--- config.mk ---
export PLATFORM = sky130hd
export DESIGN_NAME = oneshot_timer_ns_compare_core
export DESIGN_NICKNAME = d
export VERILOG_FILES = /design/src/sv/osnc_pkg.sv /design/src/sv/oneshot_timer_ns_compare_core.sv
export SDC_FILE = /design/constraint.sdc
export NUM_CORES = 1
export LEC_CHECK = 0
export ABC_CLOCK_PERIOD_IN_PS = 10550
export BUFFER_PORTS_ARGS = -buffer_cell sky130_fd_sc_hd__buf_2
export CAP_MARGIN = 20
export CORE_UTILIZATION = 35
export CTS_CLUSTER_SIZE = 14
export DETAILED_ROUTE_END_ITERATION = 10
export PLACE_DENSITY = 0.51
export SLEW_MARGIN = 40
export SYNTH_ARGS = -nofsm -noshare
export SYNTH_HDL_FRONTEND = slang
export SYNTH_SLANG_ARGS = --single-unit
--- constraint.sdc ---
create_clock -name i_clk -period 10.55 [get_ports i_clk]
set_clock_uncertainty 0.15 [all_clocks]
set_input_delay 2.11 -clock i_clk [delete_from_list [all_inputs] [get_ports i_clk]]
set_output_delay 2.11 -clock i_clk [all_outputs]
set_load 0.05 [all_outputs]
--- src/sv/osnc_pkg.sv ---
`default_nettype none

package osnc_pkg;

    localparam int COUNTER_WIDTH = 64;
    localparam int FREQ_W        = 30;
    localparam int DUR_W         = 64;
    localparam int NS_W          = 64;
    localparam int PROD_W        = DUR_W + FREQ_W;
    localparam int MUL_STEPS     = FREQ_W;
    localparam int DIV_STEPS     = PROD_W / 2;
    localparam int STEP_W        = $clog2(DIV_STEPS + 1);
    localparam int DATA_W        = 32;
    localparam int ADDR_W        = 3;

    localparam logic [FREQ_W-1:0]        FREQ_RESET = FREQ_W'(10000000);
    localparam logic [FREQ_W-1:0]        NS_PER_SEC = FREQ_W'(1000000000);
    localparam logic [COUNTER_WIDTH-1:0] CNT_ONES   = '1;

    localparam logic [ADDR_W-3:0] REG_TICK_FREQ = '0;

    typedef enum logic [1:0] {
        OP_TICK = 2'd0,
        OP_ARM  = 2'd1,
        OP_READ = 2'd2,
        OP_ACK  = 2'd3
    } t_op;

    typedef enum logic [3:0] {
        S_IDLE = 4'b0001,
        S_MUL  = 4'b0010,
        S_DIV  = 4'b0100,
        S_DONE = 4'b1000
    } t_state;

endpackage

`default_nettype wire

--- src/sv/oneshot_timer_ns_compare_core.sv ---
`default_nettype none

// One-shot timer on a free-running tick counter with a compare register.
// Each transaction gives exactly one result. Tick, acknowledge and disarm go
// from accept straight to the done state, which loads the output register.
// Arm (nonzero duration) and read go through one shared multiply/divide
// datapath. It runs a shift-add multiply over the 94-bit product, then a
// two-bit-per-cycle restoring divider, then the done state loads the output
// register. Only one transaction is in work at a time. A finished result
// waits in the output register while the next one is taken. While that
// register is still held by an output stall, the finishing transaction
// waits in its last cycle. The frequency register (byte address 0) treats
// 0 as 1 Hz and must only be written while the block is idle.
module oneshot_timer_ns_compare_core (
    input  wire logic                        i_clk,
    input  wire logic                        i_rst_n,

    input  wire logic                        psel,
    input  wire logic                        penable,
    input  wire logic                        pwrite,
    input  wire logic [osnc_pkg::ADDR_W-1:0] paddr,
    input  wire logic [osnc_pkg::DATA_W-1:0] pwdata,
    output logic      [osnc_pkg::DATA_W-1:0] prdata,
    output logic                             pready,

    input  wire logic                        i_in_valid,
    output logic                             o_in_stall,
    input  wire logic [1:0]                  i_operation,
    input  wire logic [osnc_pkg::DUR_W-1:0]  i_duration_ns,

    output logic                             o_out_valid,
    input  wire logic                        i_out_stall,
    output logic      [osnc_pkg::NS_W-1:0]   o_now_ns,
    output logic                             o_irq_pending,
    output logic                             o_callback_due,
    output logic                             o_is_armed
);
    import osnc_pkg::*;

    t_state                   r_state, n_state;
    logic [FREQ_W-1:0]        r_freq, n_freq;
    logic [COUNTER_WIDTH-1:0] r_cnt, n_cnt;
    logic [COUNTER_WIDTH-1:0] r_cmp, n_cmp;
    logic                     r_armed, n_armed;
    logic                     r_out_valid, n_out_valid;
    t_op                      r_op, n_op;

    logic [PROD_W-1:0]        r_p, n_p;
    logic [DUR_W-1:0]         r_a, n_a;
    logic [FREQ_W-1:0]        r_b, n_b;
    logic [FREQ_W-1:0]        r_d, n_d;
    logic [FREQ_W-1:0]        r_rem, n_rem;
    logic [STEP_W-1:0]        r_step, n_step;
    logic [NS_W-1:0]          r_now, n_now;
    logic                     r_due, n_due;
    logic [NS_W-1:0]          r_o_now, n_o_now;
    logic                     r_o_irq, n_o_irq;
    logic                     r_o_due, n_o_due;
    logic                     r_o_armed, n_o_armed;

    logic                     in_take;
    logic                     out_free;
    logic                     cfg_wr;
    logic [FREQ_W-1:0]        freq_eff;
    logic [FREQ_W:0]          rem1, rem2;
    logic [FREQ_W-1:0]        rem1s, rem2s;
    logic                     q1, q2;

    assign pready   = 1'b1;
    assign cfg_wr   = psel && penable && pwrite;
    assign prdata   = (paddr[ADDR_W-1:2] == REG_TICK_FREQ) ? DATA_W'(r_freq) : '0;
    assign freq_eff = (r_freq == '0) ? FREQ_W'(1) : r_freq;

    assign o_in_stall = (r_state != S_IDLE);
    assign in_take    = i_in_valid && !o_in_stall;
    assign out_free   = !r_out_valid || !i_out_stall;

    // two restoring divide steps per cycle
    assign rem1  = {r_rem, r_p[PROD_W-1]};
    assign q1    = (rem1 >= {1'b0, r_d});
    assign rem1s = q1 ? FREQ_W'(rem1 - {1'b0, r_d}) : rem1[FREQ_W-1:0];
    assign rem2  = {rem1s, r_p[PROD_W-2]};
    assign q2    = (rem2 >= {1'b0, r_d});
    assign rem2s = q2 ? FREQ_W'(rem2 - {1'b0, r_d}) : rem2[FREQ_W-1:0];

    always_comb begin
        n_state     = r_state;
        n_freq      = r_freq;
        n_cnt       = r_cnt;
        n_cmp       = r_cmp;
        n_armed     = r_armed;
        n_out_valid = r_out_valid;
        n_op        = r_op;
        n_p         = r_p;
        n_a         = r_a;
        n_b         = r_b;
        n_d         = r_d;
        n_rem       = r_rem;
        n_step      = r_step;
        n_now       = r_now;
        n_due       = r_due;
        n_o_now     = r_o_now;
        n_o_irq     = r_o_irq;
        n_o_due     = r_o_due;
        n_o_armed   = r_o_armed;

        if (cfg_wr && paddr[ADDR_W-1:2] == REG_TICK_FREQ) begin
            n_freq = pwdata[FREQ_W-1:0];
        end

        if (r_out_valid && !i_out_stall) begin
            n_out_valid = 1'b0;
        end

        case (r_state)
            S_IDLE: begin
                if (in_take) begin
                    n_op    = t_op'(i_operation);
                    n_now   = '0;
                    n_due   = 1'b0;
                    n_p     = '0;
                    n_step  = '0;
                    n_state = S_DONE;
                    case (t_op'(i_operation))
                        OP_TICK: begin
                            n_cnt = r_cnt + COUNTER_WIDTH'(1);
                        end
                        OP_ARM: begin
                            if (i_duration_ns == '0) begin
                                n_cmp   = CNT_ONES;
                                n_armed = 1'b0;
                            end else begin
                                n_a     = i_duration_ns;
                                n_b     = freq_eff;
                                n_d     = NS_PER_SEC;
                                n_state = S_MUL;
                            end
                        end
                        OP_READ: begin
                            n_a     = DUR_W'(r_cnt);
                            n_b     = NS_PER_SEC;
                            n_d     = freq_eff;
                            n_state = S_MUL;
                        end
                        OP_ACK: begin
                            n_due   = r_armed;
                            n_cmp   = CNT_ONES;
                            n_armed = 1'b0;
                        end
                        default: begin
                            n_state = S_DONE;
                        end
                    endcase
                end
            end
            S_MUL: begin
                n_p    = {r_p[PROD_W-2:0], 1'b0}
                       + (r_b[FREQ_W-1] ? PROD_W'(r_a) : PROD_W'(0));
                n_b    = {r_b[FREQ_W-2:0], 1'b0};
                n_step = r_step + STEP_W'(1);
                if (r_step == STEP_W'(MUL_STEPS - 1)) begin
                    n_step  = '0;
                    n_rem   = '0;
                    n_state = S_DIV;
                end
            end
            S_DIV: begin
                n_p    = {r_p[PROD_W-3:0], q1, q2};
                n_rem  = rem2s;
                n_step = r_step + STEP_W'(1);
                if (r_step == STEP_W'(DIV_STEPS - 1)) begin
                    n_state = S_DONE;
                    if (r_op == OP_ARM) begin
                        n_cmp   = r_cnt + n_p[COUNTER_WIDTH-1:0];
                        n_armed = 1'b1;
                    end else begin
                        n_now = n_p[NS_W-1:0];
                    end
                end
            end
            S_DONE: begin
                if (out_free) begin
                    n_out_valid = 1'b1;
                    n_o_now     = r_now;
                    n_o_irq     = (r_cnt >= r_cmp);
                    n_o_due     = r_due;
                    n_o_armed   = r_armed;
                    n_state     = S_IDLE;
                end
            end
            default: begin
                n_state = S_IDLE;
            end
        endcase
    end

    always_ff @(posedge i_clk) begin
        if (!i_rst_n) begin
            r_state     <= S_IDLE;
            r_freq      <= FREQ_RESET;
            r_cnt       <= '0;
            r_cmp       <= CNT_ONES;
            r_armed     <= 1'b0;
            r_out_valid <= 1'b0;
        end else begin
            r_state     <= n_state;
            r_freq      <= n_freq;
            r_cnt       <= n_cnt;
            r_cmp       <= n_cmp;
            r_armed     <= n_armed;
            r_out_valid <= n_out_valid;
        end
    end

    always_ff @(posedge i_clk) begin
        r_op      <= n_op;
        r_p       <= n_p;
        r_a       <= n_a;
        r_b       <= n_b;
        r_d       <= n_d;
        r_rem     <= n_rem;
        r_step    <= n_step;
        r_now     <= n_now;
        r_due     <= n_due;
        r_o_now   <= n_o_now;
        r_o_irq   <= n_o_irq;
        r_o_due   <= n_o_due;
        r_o_armed <= n_o_armed;
    end

    assign o_out_valid    = r_out_valid;
    assign o_now_ns       = r_o_now;
    assign o_irq_pending  = r_o_irq;
    assign o_callback_due = r_o_due;
    assign o_is_armed     = r_o_armed;

endmodule

`default_nettype wire

== Word-level counts from Yosys, hierarchy flattened ==
Cells that the tools add are included.
Operators by class
  add/sub/neg operators: 6
  magnitude comparators: 3
  equality and inequality tests: 22
  muxes and demuxes: 46
  bitwise gates (word level): 1
  reductions and logical operators: 27
Operator list (number)
  two-way mux 64 bit: 9
  case mux 64 bit (2 select lines): 4
  case mux 94 bit (3 select lines): 1
  two-way mux 30 bit: 8
  case mux 30 bit (2 select lines): 4
  adder 94 x 64 -> 94 bit: 1
  two-way mux 94 bit: 1
  adder 64 x 1 -> 64 bit (second input constant): 1
  adder 64 bit: 1
  greater-or-equal comparator 64 bit: 1
  logical NOT 64 bit: 1
  greater-or-equal comparator 31 x 30 -> 1 bit: 2
  subtractor 30 bit: 2
  logical NOT 30 bit: 1
  two-way mux 4 bit: 5
  case mux 6 bit (3 select lines): 1
  case mux 4 bit (4 select lines): 1
  AND reduction 4 bit: 4
  inequality test 2 bit (second input constant): 7
  two-way mux 6 bit: 2
  case mux 4 bit (2 select lines): 1
  AND reduction 2 bit: 4
  nonzero test 2 bit: 4
  two-way mux 1 bit: 7
  other kinds (21): 32
Word-level totals
  register bits: 552
  input port bits: 108
  output and inout bits: 102

== Logic depth before layout (Yosys ltp) ==
Gate-level depths: netlist of run 1.
  depth after elaboration: 7
  mapped depth: 35
  mapped depth without buffers: 34

== Worst setup path after synthesis of run 1 ==
OpenSTA, ideal clock, no wires.
  path kind: input-to-reg
  from: input port i_in_valid
  to: register r_now[0] (enable)
  library setup time: 578 ps
  data arrival time: 7177 ps
  slack: 2645 ps
  stages: 3
  buffers on the path: 0
  path through: nor2_1 -> or2_2 -> nor3b_1
On the way
  longest elaborated chain between the ends: 3
Ends and longest elaborated chain
  start: declaration: RTL line oneshot_timer_ns_compare_core.sv:26  | input wire logic i_in_valid,
  logical AND 1 bit: RTL line oneshot_timer_ns_compare_core.sv:75  | assign in_take = i_in_valid && !o_in_stall;
  inequality test 2 bit (no source line)
  AND reduction 4 bit (no source line)
  end signal: assignment: RTL line oneshot_timer_ns_compare_core.sv:223  | r_now <= n_now;
  end: declaration: RTL line oneshot_timer_ns_compare_core.sv:54  | logic [NS_W-1:0] r_now, n_now;
Every way passes these cells.
A chain may end at the register's enable or synchronous reset.

== Worst setup path in the final report of run 1 ==
  from: register r_rem[10]
  to: register r_cmp[56]
On the way
  longest elaborated chain between the ends: 7
Ends and longest elaborated chain
  start: declaration: RTL line oneshot_timer_ns_compare_core.sv:52  | logic [FREQ_W-1:0] r_rem, n_rem;
  start signal: assignment: RTL line oneshot_timer_ns_compare_core.sv:221  | r_rem <= n_rem;
  subtractor 30 bit or greater-or-equal comparator 31 x 30 -> 1 bit (tied branches): RTL line oneshot_timer_ns_compare_core.sv:81, oneshot_timer_ns_compare_core.sv:80
  two-way mux 30 bit *: RTL line oneshot_timer_ns_compare_core.sv:81  | assign rem1s = q1 ? FREQ_W'(rem1 - {1'b0, r_d}) : rem1[FREQ_W-1:0];
  greater-or-equal comparator 31 x 30 -> 1 bit *: RTL line oneshot_timer_ns_compare_core.sv:83  | assign q2 = (rem2 >= {1'b0, r_d});
  named net q2: RTL line oneshot_timer_ns_compare_core.sv:67  | logic q1, q2;
  adder 64 bit *: RTL line oneshot_timer_ns_compare_core.sv:174  | n_cmp = r_cnt + n_p[COUNTER_WIDTH-1:0];
  two-way mux 64 bit *: RTL line oneshot_timer_ns_compare_core.sv:173  | if (r_op == OP_ARM) begin
  two-way mux 64 bit *: RTL line oneshot_timer_ns_compare_core.sv:171  | if (r_step == STEP_W'(DIV_STEPS - 1)) begin
  case mux 64 bit (2 select lines) *: RTL line oneshot_timer_ns_compare_core.sv:115  | case (r_state)
  end signal: assignment: RTL line oneshot_timer_ns_compare_core.sv:209  | r_cmp <= n_cmp;
  end: declaration: RTL line oneshot_timer_ns_compare_core.sv:43  | logic [COUNTER_WIDTH-1:0] r_cmp, n_cmp;
Mark *: on every way through the listed nets, which the timed path passes. The rest lies on a longest branch. The select of a mux whose other input is x is not followed.

==> results of run 1 <==
## registers in the layout, summed over array words and instances, names as in the netlist, 64 cells and up
signal / count
r_p: 94
o_now_ns: 64
r_a: 64
r_now: 64
r_cmp: 64
r_cnt: 64
## per-layer routing
metal	global-route usage [%]	vias up	share of wire [%]
met2	32.2	611	44
met3	2.61	127	4.7
met1	30.2	13518	49
met5	0	-	0
li1	-	13667	-
met4	5.44	0	2.1
## through the flow
stage                     utilization (%)  hold slack [ns]  power, mW  area [sq um]
after floorplan                         -            0.250       3.60         35100
after global placement               37.9            0.251       3.98         37500
after detailed placement             38.0            0.255       3.98         37500
after CTS                            40.2            0.258       6.40         39800
after global routing                 40.3            0.258       6.62         39800
final                                40.3            0.261       6.34         39800
## final timing paths
check                      end  slack [ns]
hold reg to reg   o_now_ns[63]        0.26
hold / removal    o_now_ns[63]        0.26
setup / recovery     r_cmp[56]        1.09
setup reg to reg     r_cmp[56]        1.09
## power by group through the flow
stage	Combinational, mW	Clock (mW)	Sequential (mW)
floorplan	0.880	0	2.72
global placement	1.24	0	2.74
detailed placement	1.24	0	2.73
CTS	1.25	2.46	2.69
global route	1.38	2.53	2.71
finish	1.26	2.39	2.69
## Yosys cell counts, types with 34 or more instances
| cell | number |
|---|---|
| edfxtp_1 | 388 |
| nand2_1 | 343 |
| nor2_1 | 277 |
| a21oi_1 | 267 |
| ha_1 | 258 |
| dfxtp_1 | 164 |
| and2_1 | 163 |
| a21o_1 | 161 |
| inv_1 | 153 |
| o21ai_0 | 148 |
| xnor2_1 | 141 |
| clkbuf_1 | 139 |
| xor2_1 | 96 |
| mux2_2 | 92 |
| nand3_1 | 82 |
| nand4_1 | 72 |
| nand2b_1 | 55 |
| nor2b_1 | 51 |
| o22ai_1 | 39 |
| nor3_1 | 38 |
| nor4_1 | 38 |
| o21bai_1 | 34 |
## kinds of logic (layout without fill, tap and decap cells)
group | count (synthesis) | count (layout) | synth area share [%]
AOI/OAI and AO/OA | 935 | 935 | 17.3
xor gates and xnor gates | 237 | 237 | 5.91
adders and majority gates | 262 | 262 | 9.42
buffers and inverters | 321 | 518 | 3.56
DFF | 552 | 552 | 42.5
muxes | 120 | 120 | 3.75
other | 2 | 3 | 0.0214
and+or+nand+nor | 1230 | 1230 | 17.5
## cell type report
cell class | count | area, sq um
multi-input cells | 2787 | 19100
flip-flops and latches | 552 | 14900
repair buffers | 238 | 1320
fillers | 9819 | 59100
well taps | 1287 | 1610
clock buffers | 80 | 1750
inverters | 157 | 589
clock inverters | 43 | 497
## critical path, delay by kind of cell (launching register included)
family,cells,cell delay (ns)
AOI/OAI and AO/OA,19,5.20
adders and majority gates,4,1.49
and+or+nand+nor,4,0.88
muxes,2,0.69
buffers and inverters,2,0.51
DFF,1,0.42
==> results.toml, run 1 <==
[run_status]
status = "finished clean"

[pwr]
p_comb_share_pct = 19.8
cellPowerDensity_nw_per_um2 = 159
switchingPower_mw = 1.96
power_frac_clock_pct = 37.7
p_seq_share_pct = 42.5
p_int_mw = 4.38
swShare_pct = 30.9
power.leakage_nw = 16.9
vdd_drop_max_v = 0.000101

[setup_path]
r2r_cells = 31
cp.required_ns = 10.95
path_class = "reg -> reg"
cp-end-kind = "flop"
worst_path_most_repeated_cell = "ha_1"
startpoint_type = "flop"
crit_path_top_delay_cell = "a221oi_1"
worstReg2RegStart = "r_rem[10]"
worstPathMaxFanout = 19
crit_arrival_ns = 9.86
slowest_delay_ns = 0.73
crit_start = "r_rem[10]"

[drt]
drt_iter0_markers = 1891
ant_nets = 0
firstDrtPassIters = 5
drt-total-wl_mm = 107
wl_per_cell_microns = 20.9
avgViaCountPerCell = 5.43
num_vias = 27923
drc = 0

[floorplanning]
initial_utilization_pct = 35.5
core_area_sq_um = 98900
die_area_sq_um = 102000
core.rowCount = 115
die_w_microns = 319
die_y_microns = 319
ios = 210

[sta]
setup_viol = 0
rsz0062_at_grt = "false"
finalSetupTns_ns = 0
hold_violations = 0
post-route-period-util_pct = 89.7
worst_slack_ns = 1.09
min_period_ns = 9.46
max_freq_mhz = 106
timing.max_slew.rel_slack_pct = 42.9
tightest_slew_ns = 0.857
final-max-slew-violation-count = 0

[place]
dpl.hpwl_mm = 80.2
post-place-ws_ns = 1.18
gp_congestion = 0.934
port-buffer-count = 202
placed_cells = 5020

[synthesis]
syn_area_sq_um = 35100
synth-main-ff-cell = "edfxtp_1"
synth_top_area_share_pct = 33.2
ys.warnings.count = 0
synth-edff-count = 388
syn_area_per_cell_sq_um = 9.60
async_flop_share_pct = 0
yosys-top-cells-area = "edfxtp_1 (33%), dfxtp_1 (9.3%), ha_1 (9.2%), a21oi_1 (3.8%), nand2_1 (3.7%)"
ys_seq_area_share_pct = 42.5
syn_inst = 3659
synth_cell_types = 98
ys_seq_elements = 552
synth_area_leader_cell = "edfxtp_1"

[cts]
worst_skew_pair.late_latency_ns = 0.64
postCtsSetupBuffers = 0
cts-root-buf = "clkbuf_16"
cts_sinks = 552
numCtsBuffers = 67
postCtsHoldBufs = 0
htree_levels = 3
clk_pin_slew_ns = 0.06
cts.repair.resized = 0
clk_path_buf_depth = 3
cts_tree = "done"

[global_route]
antenna_found_initial = 3
grt_max_degree = 72
grt_pass1_vias = 26932
grt-ovfl-total = 0
grt_pass1_wl_mm = 164
grt_usage_pct = 20.7

[hold_path]
hp-start = "r_now[63]"
holdPathStages = 0
hold_class = "reg -> reg"

[layout]
final_common_cell = "edfxtp_1"
nNetsFinal = 4173
final_cell_mix = "edfxtp_1 (388), nand2_1 (343), nor2_1 (275)"
drive_gt1_share_pct = 12.9
fin_cells = 5144
syn2layout_area_growth_pct = 13.3
antennaDiodeCount = 0

[flow_run]
cap_violations = 0
No activity file was read; power rests on OpenSTA's default activity.
==> run 2: changes to the inputs <==
--- a/config.mk
+++ b/config.mk
@@ -9,8 +9,8 @@
 export BUFFER_PORTS_ARGS = -buffer_cell sky130_fd_sc_hd__buf_2
 export CAP_MARGIN = 20
-export CORE_UTILIZATION = 35
+export CORE_UTILIZATION = 50
 export CTS_CLUSTER_SIZE = 14
 export DETAILED_ROUTE_END_ITERATION = 10
-export PLACE_DENSITY = 0.51
+export PLACE_DENSITY = 0.68
 export SLEW_MARGIN = 40
 export SYNTH_ARGS = -nofsm -noshare
==> constraint.sdc (replaced) <==
create_clock -name i_clk -period 10.55 [get_ports i_clk]
set_clock_uncertainty 0.15 [all_clocks]
set_input_delay 0.5275 -clock i_clk [delete_from_list [all_inputs] [get_ports i_clk]]
set_output_delay 0.5275 -clock i_clk [all_outputs]
set_load 0.005 [all_outputs]
==> results.toml, run 2 (synthesized netlist as in run 1, its figures left out) <==
[place]
placed_cells = 4667
placed_area_sq_um = 37100
post-place-ws_ns = 1.78
port-buffer-count = 202
gp_congestion = 0.931
dpl.hpwl_mm = 73.0

[setup_path]
worstPathMaxFanout = 18
worst_path_most_repeated_cell = "ha_1"
crit_start = "r_rem[16]"
crit_path_top_delay_cell = "ha_1"
cp.required_ns = 10.92
path_class = "reg -> reg"
cp-end-kind = "flop"
startpoint_type = "flop"
worstReg2RegStart = "r_rem[16]"
crit_arrival_ns = 9.26
slowest_delay_ns = 0.45

[floorplanning]
die_area_sq_um = 71300
die_y_microns = 267
die_w_microns = 267
initial_utilization_pct = 50.9
core_area_sq_um = 69100
ios = 210
core.rowCount = 96

[sta]
post-route-period-util_pct = 84.2
timing.max_slew.rel_slack_pct = 45.2
finalSetupTns_ns = 0
worst_slack_ns = 1.66
setup_viol = 0
whs_ns = 0.0408
max_freq_mhz = 113
final-max-slew-violation-count = 0
tightest_slew_ns = 0.815
hold_violations = 0
min_period_ns = 8.89
rsz0062_at_grt = "false"

[global_route]
antenna_found_initial = 6
grt_util_met1_pct = 39.8
grt_pass1_vias = 27057
grt_util_met3_pct = 3.37
grt_pass1_wl_mm = 154
grt-ovfl-total = 0
grt_usage_pct = 27.8
grt-busiest-layer = "met2"
met2_usage_pct = 43.7
grt_max_degree = 81

[pwr]
p_int_mw = 4.31
vdd_drop_max_v = 0.000127
swShare_pct = 29.9
cellPowerDensity_nw_per_um2 = 156
power_frac_clock_pct = 36.8
total_power_mw = 6.16
power.leakage_nw = 17.0
p_comb_share_pct = 19.5
switchingPower_mw = 1.84
p_seq_share_pct = 43.7

[layout]
syn2layout_area_growth_pct = 12.6
nFillCells = 6079
final_cell_mix = "edfxtp_1 (388), nand2_1 (343), nor2_1 (275)"
final_common_cell = "edfxtp_1"
largest_register_ffs = 94
final_util_pct = 57.3
antennaDiodeCount = 0
fin_cells = 4816
drive_gt1_share_pct = 12.7
nNetsFinal = 4203
largest_register = "r_p"
stdcell_area_sq_um = 39600

[drt]
avgViaCountPerCell = 5.90
drt-total-wl_mm = 99.7
drc = 0
ant_nets = 0
firstDrtPassIters = 6
drt_iter0_markers = 2618
num_vias = 28435
wl_per_cell_microns = 20.7

[cts]
numCtsBuffers = 61
cts_sinks = 552
cts-root-buf = "clkbuf_16"
cts_tree = "done"
htree_levels = 2
clk_path_buf_depth = 3
postCtsSetupBuffers = 0
cts.repair.resized = 0
worst_skew_pair.late_latency_ns = 0.66
clk_pin_slew_ns = 0.07

[run_status]
status = "finished clean"

[hold_path]
hold_class = "in -> reg"
hp-start = "i_duration_ns[10]"

[flow_run]
cap_violations = 0
## run 2: cell types whose count changed in the layout (fill, tap and decap cells not counted), moves of 2 or more
cell	change
dlygate4sd3_1	+33
buf_6	+4
clkinvlp_4	+3
clkinv_2	-6
o41ai_2	-2
bufinv_16	-2
clkbuf_16	-2
inv_4	+2
o41ai_1	+2
clkbuf_8	+4
clkinv_8	-2
clkbuf_1	-5
clkinv_1	-2
## run 2: metal layers
layer / part of all wire [%] / vias up
met2: 44 / 903
met4: 2.9 / 2
li1: - / 13706
met5: 0.0080 / -
met3: 6.6 / 141
met1: 46 / 13683
## run 2: power groups by stage
| stage | clock (mW) | sequential [mW] | combinational, mW |
|---|---|---|---|
| 6_report | 2.27 | 2.69 | 1.20 |
| 5_1_grt | 2.38 | 2.71 | 1.32 |
| 4_1_cts | 2.31 | 2.69 | 1.19 |
| 3_5_place_dp | 0 | 2.73 | 1.17 |
| 3_3_place_gp | 0 | 2.73 | 1.16 |
| 2_1_floorplan | 0 | 2.69 | 0.864 |
## run 2: cell type report
cell class / instances / area [sq um] / area share (%)
repair buffers: 274 / 1680 / 4.24
clock inverters: 37 / 410 / 1.04
inverters: 157 / 589 / 1.49
flip-flops and latches: 552 / 14900 / 37.7
well taps: 931 / 1160 / 2.94
multi-input cells: 2787 / 19000 / 48.1
clock buffers: 78 / 1740 / 4.40
## run 2: path summary, 6_finish.rpt
kind | end | cells after the start | slack, ns
max reg2reg | r_cmp[60] | 32 | 1.66
min | r_a[10] | 2 | 0.04
min reg2reg | o_now_ns[40] | 0 | 0.25
max | r_cmp[60] | 32 | 1.66
## run 2: what timing repair did
action                                  4_1_cts  5_1_grt
hold buffers                                 33        0
endpoints found under the setup margin        0        0
endpoints found under the hold margin        33        0
## run 2: critical path: cells and delay by family, from the launching register on
kind | cells | cell delay [ns]
AND/OR/NAND/NOR | 4 | 0.93
buffers and inverters | 3 | 0.57
AO/OA/AOI/OAI | 19 | 4.66
flip-flops | 1 | 0.40
XOR/XNOR | 1 | 0.17
multiplexers | 1 | 0.39
adder cells (fa/ha/maj) | 4 | 1.45
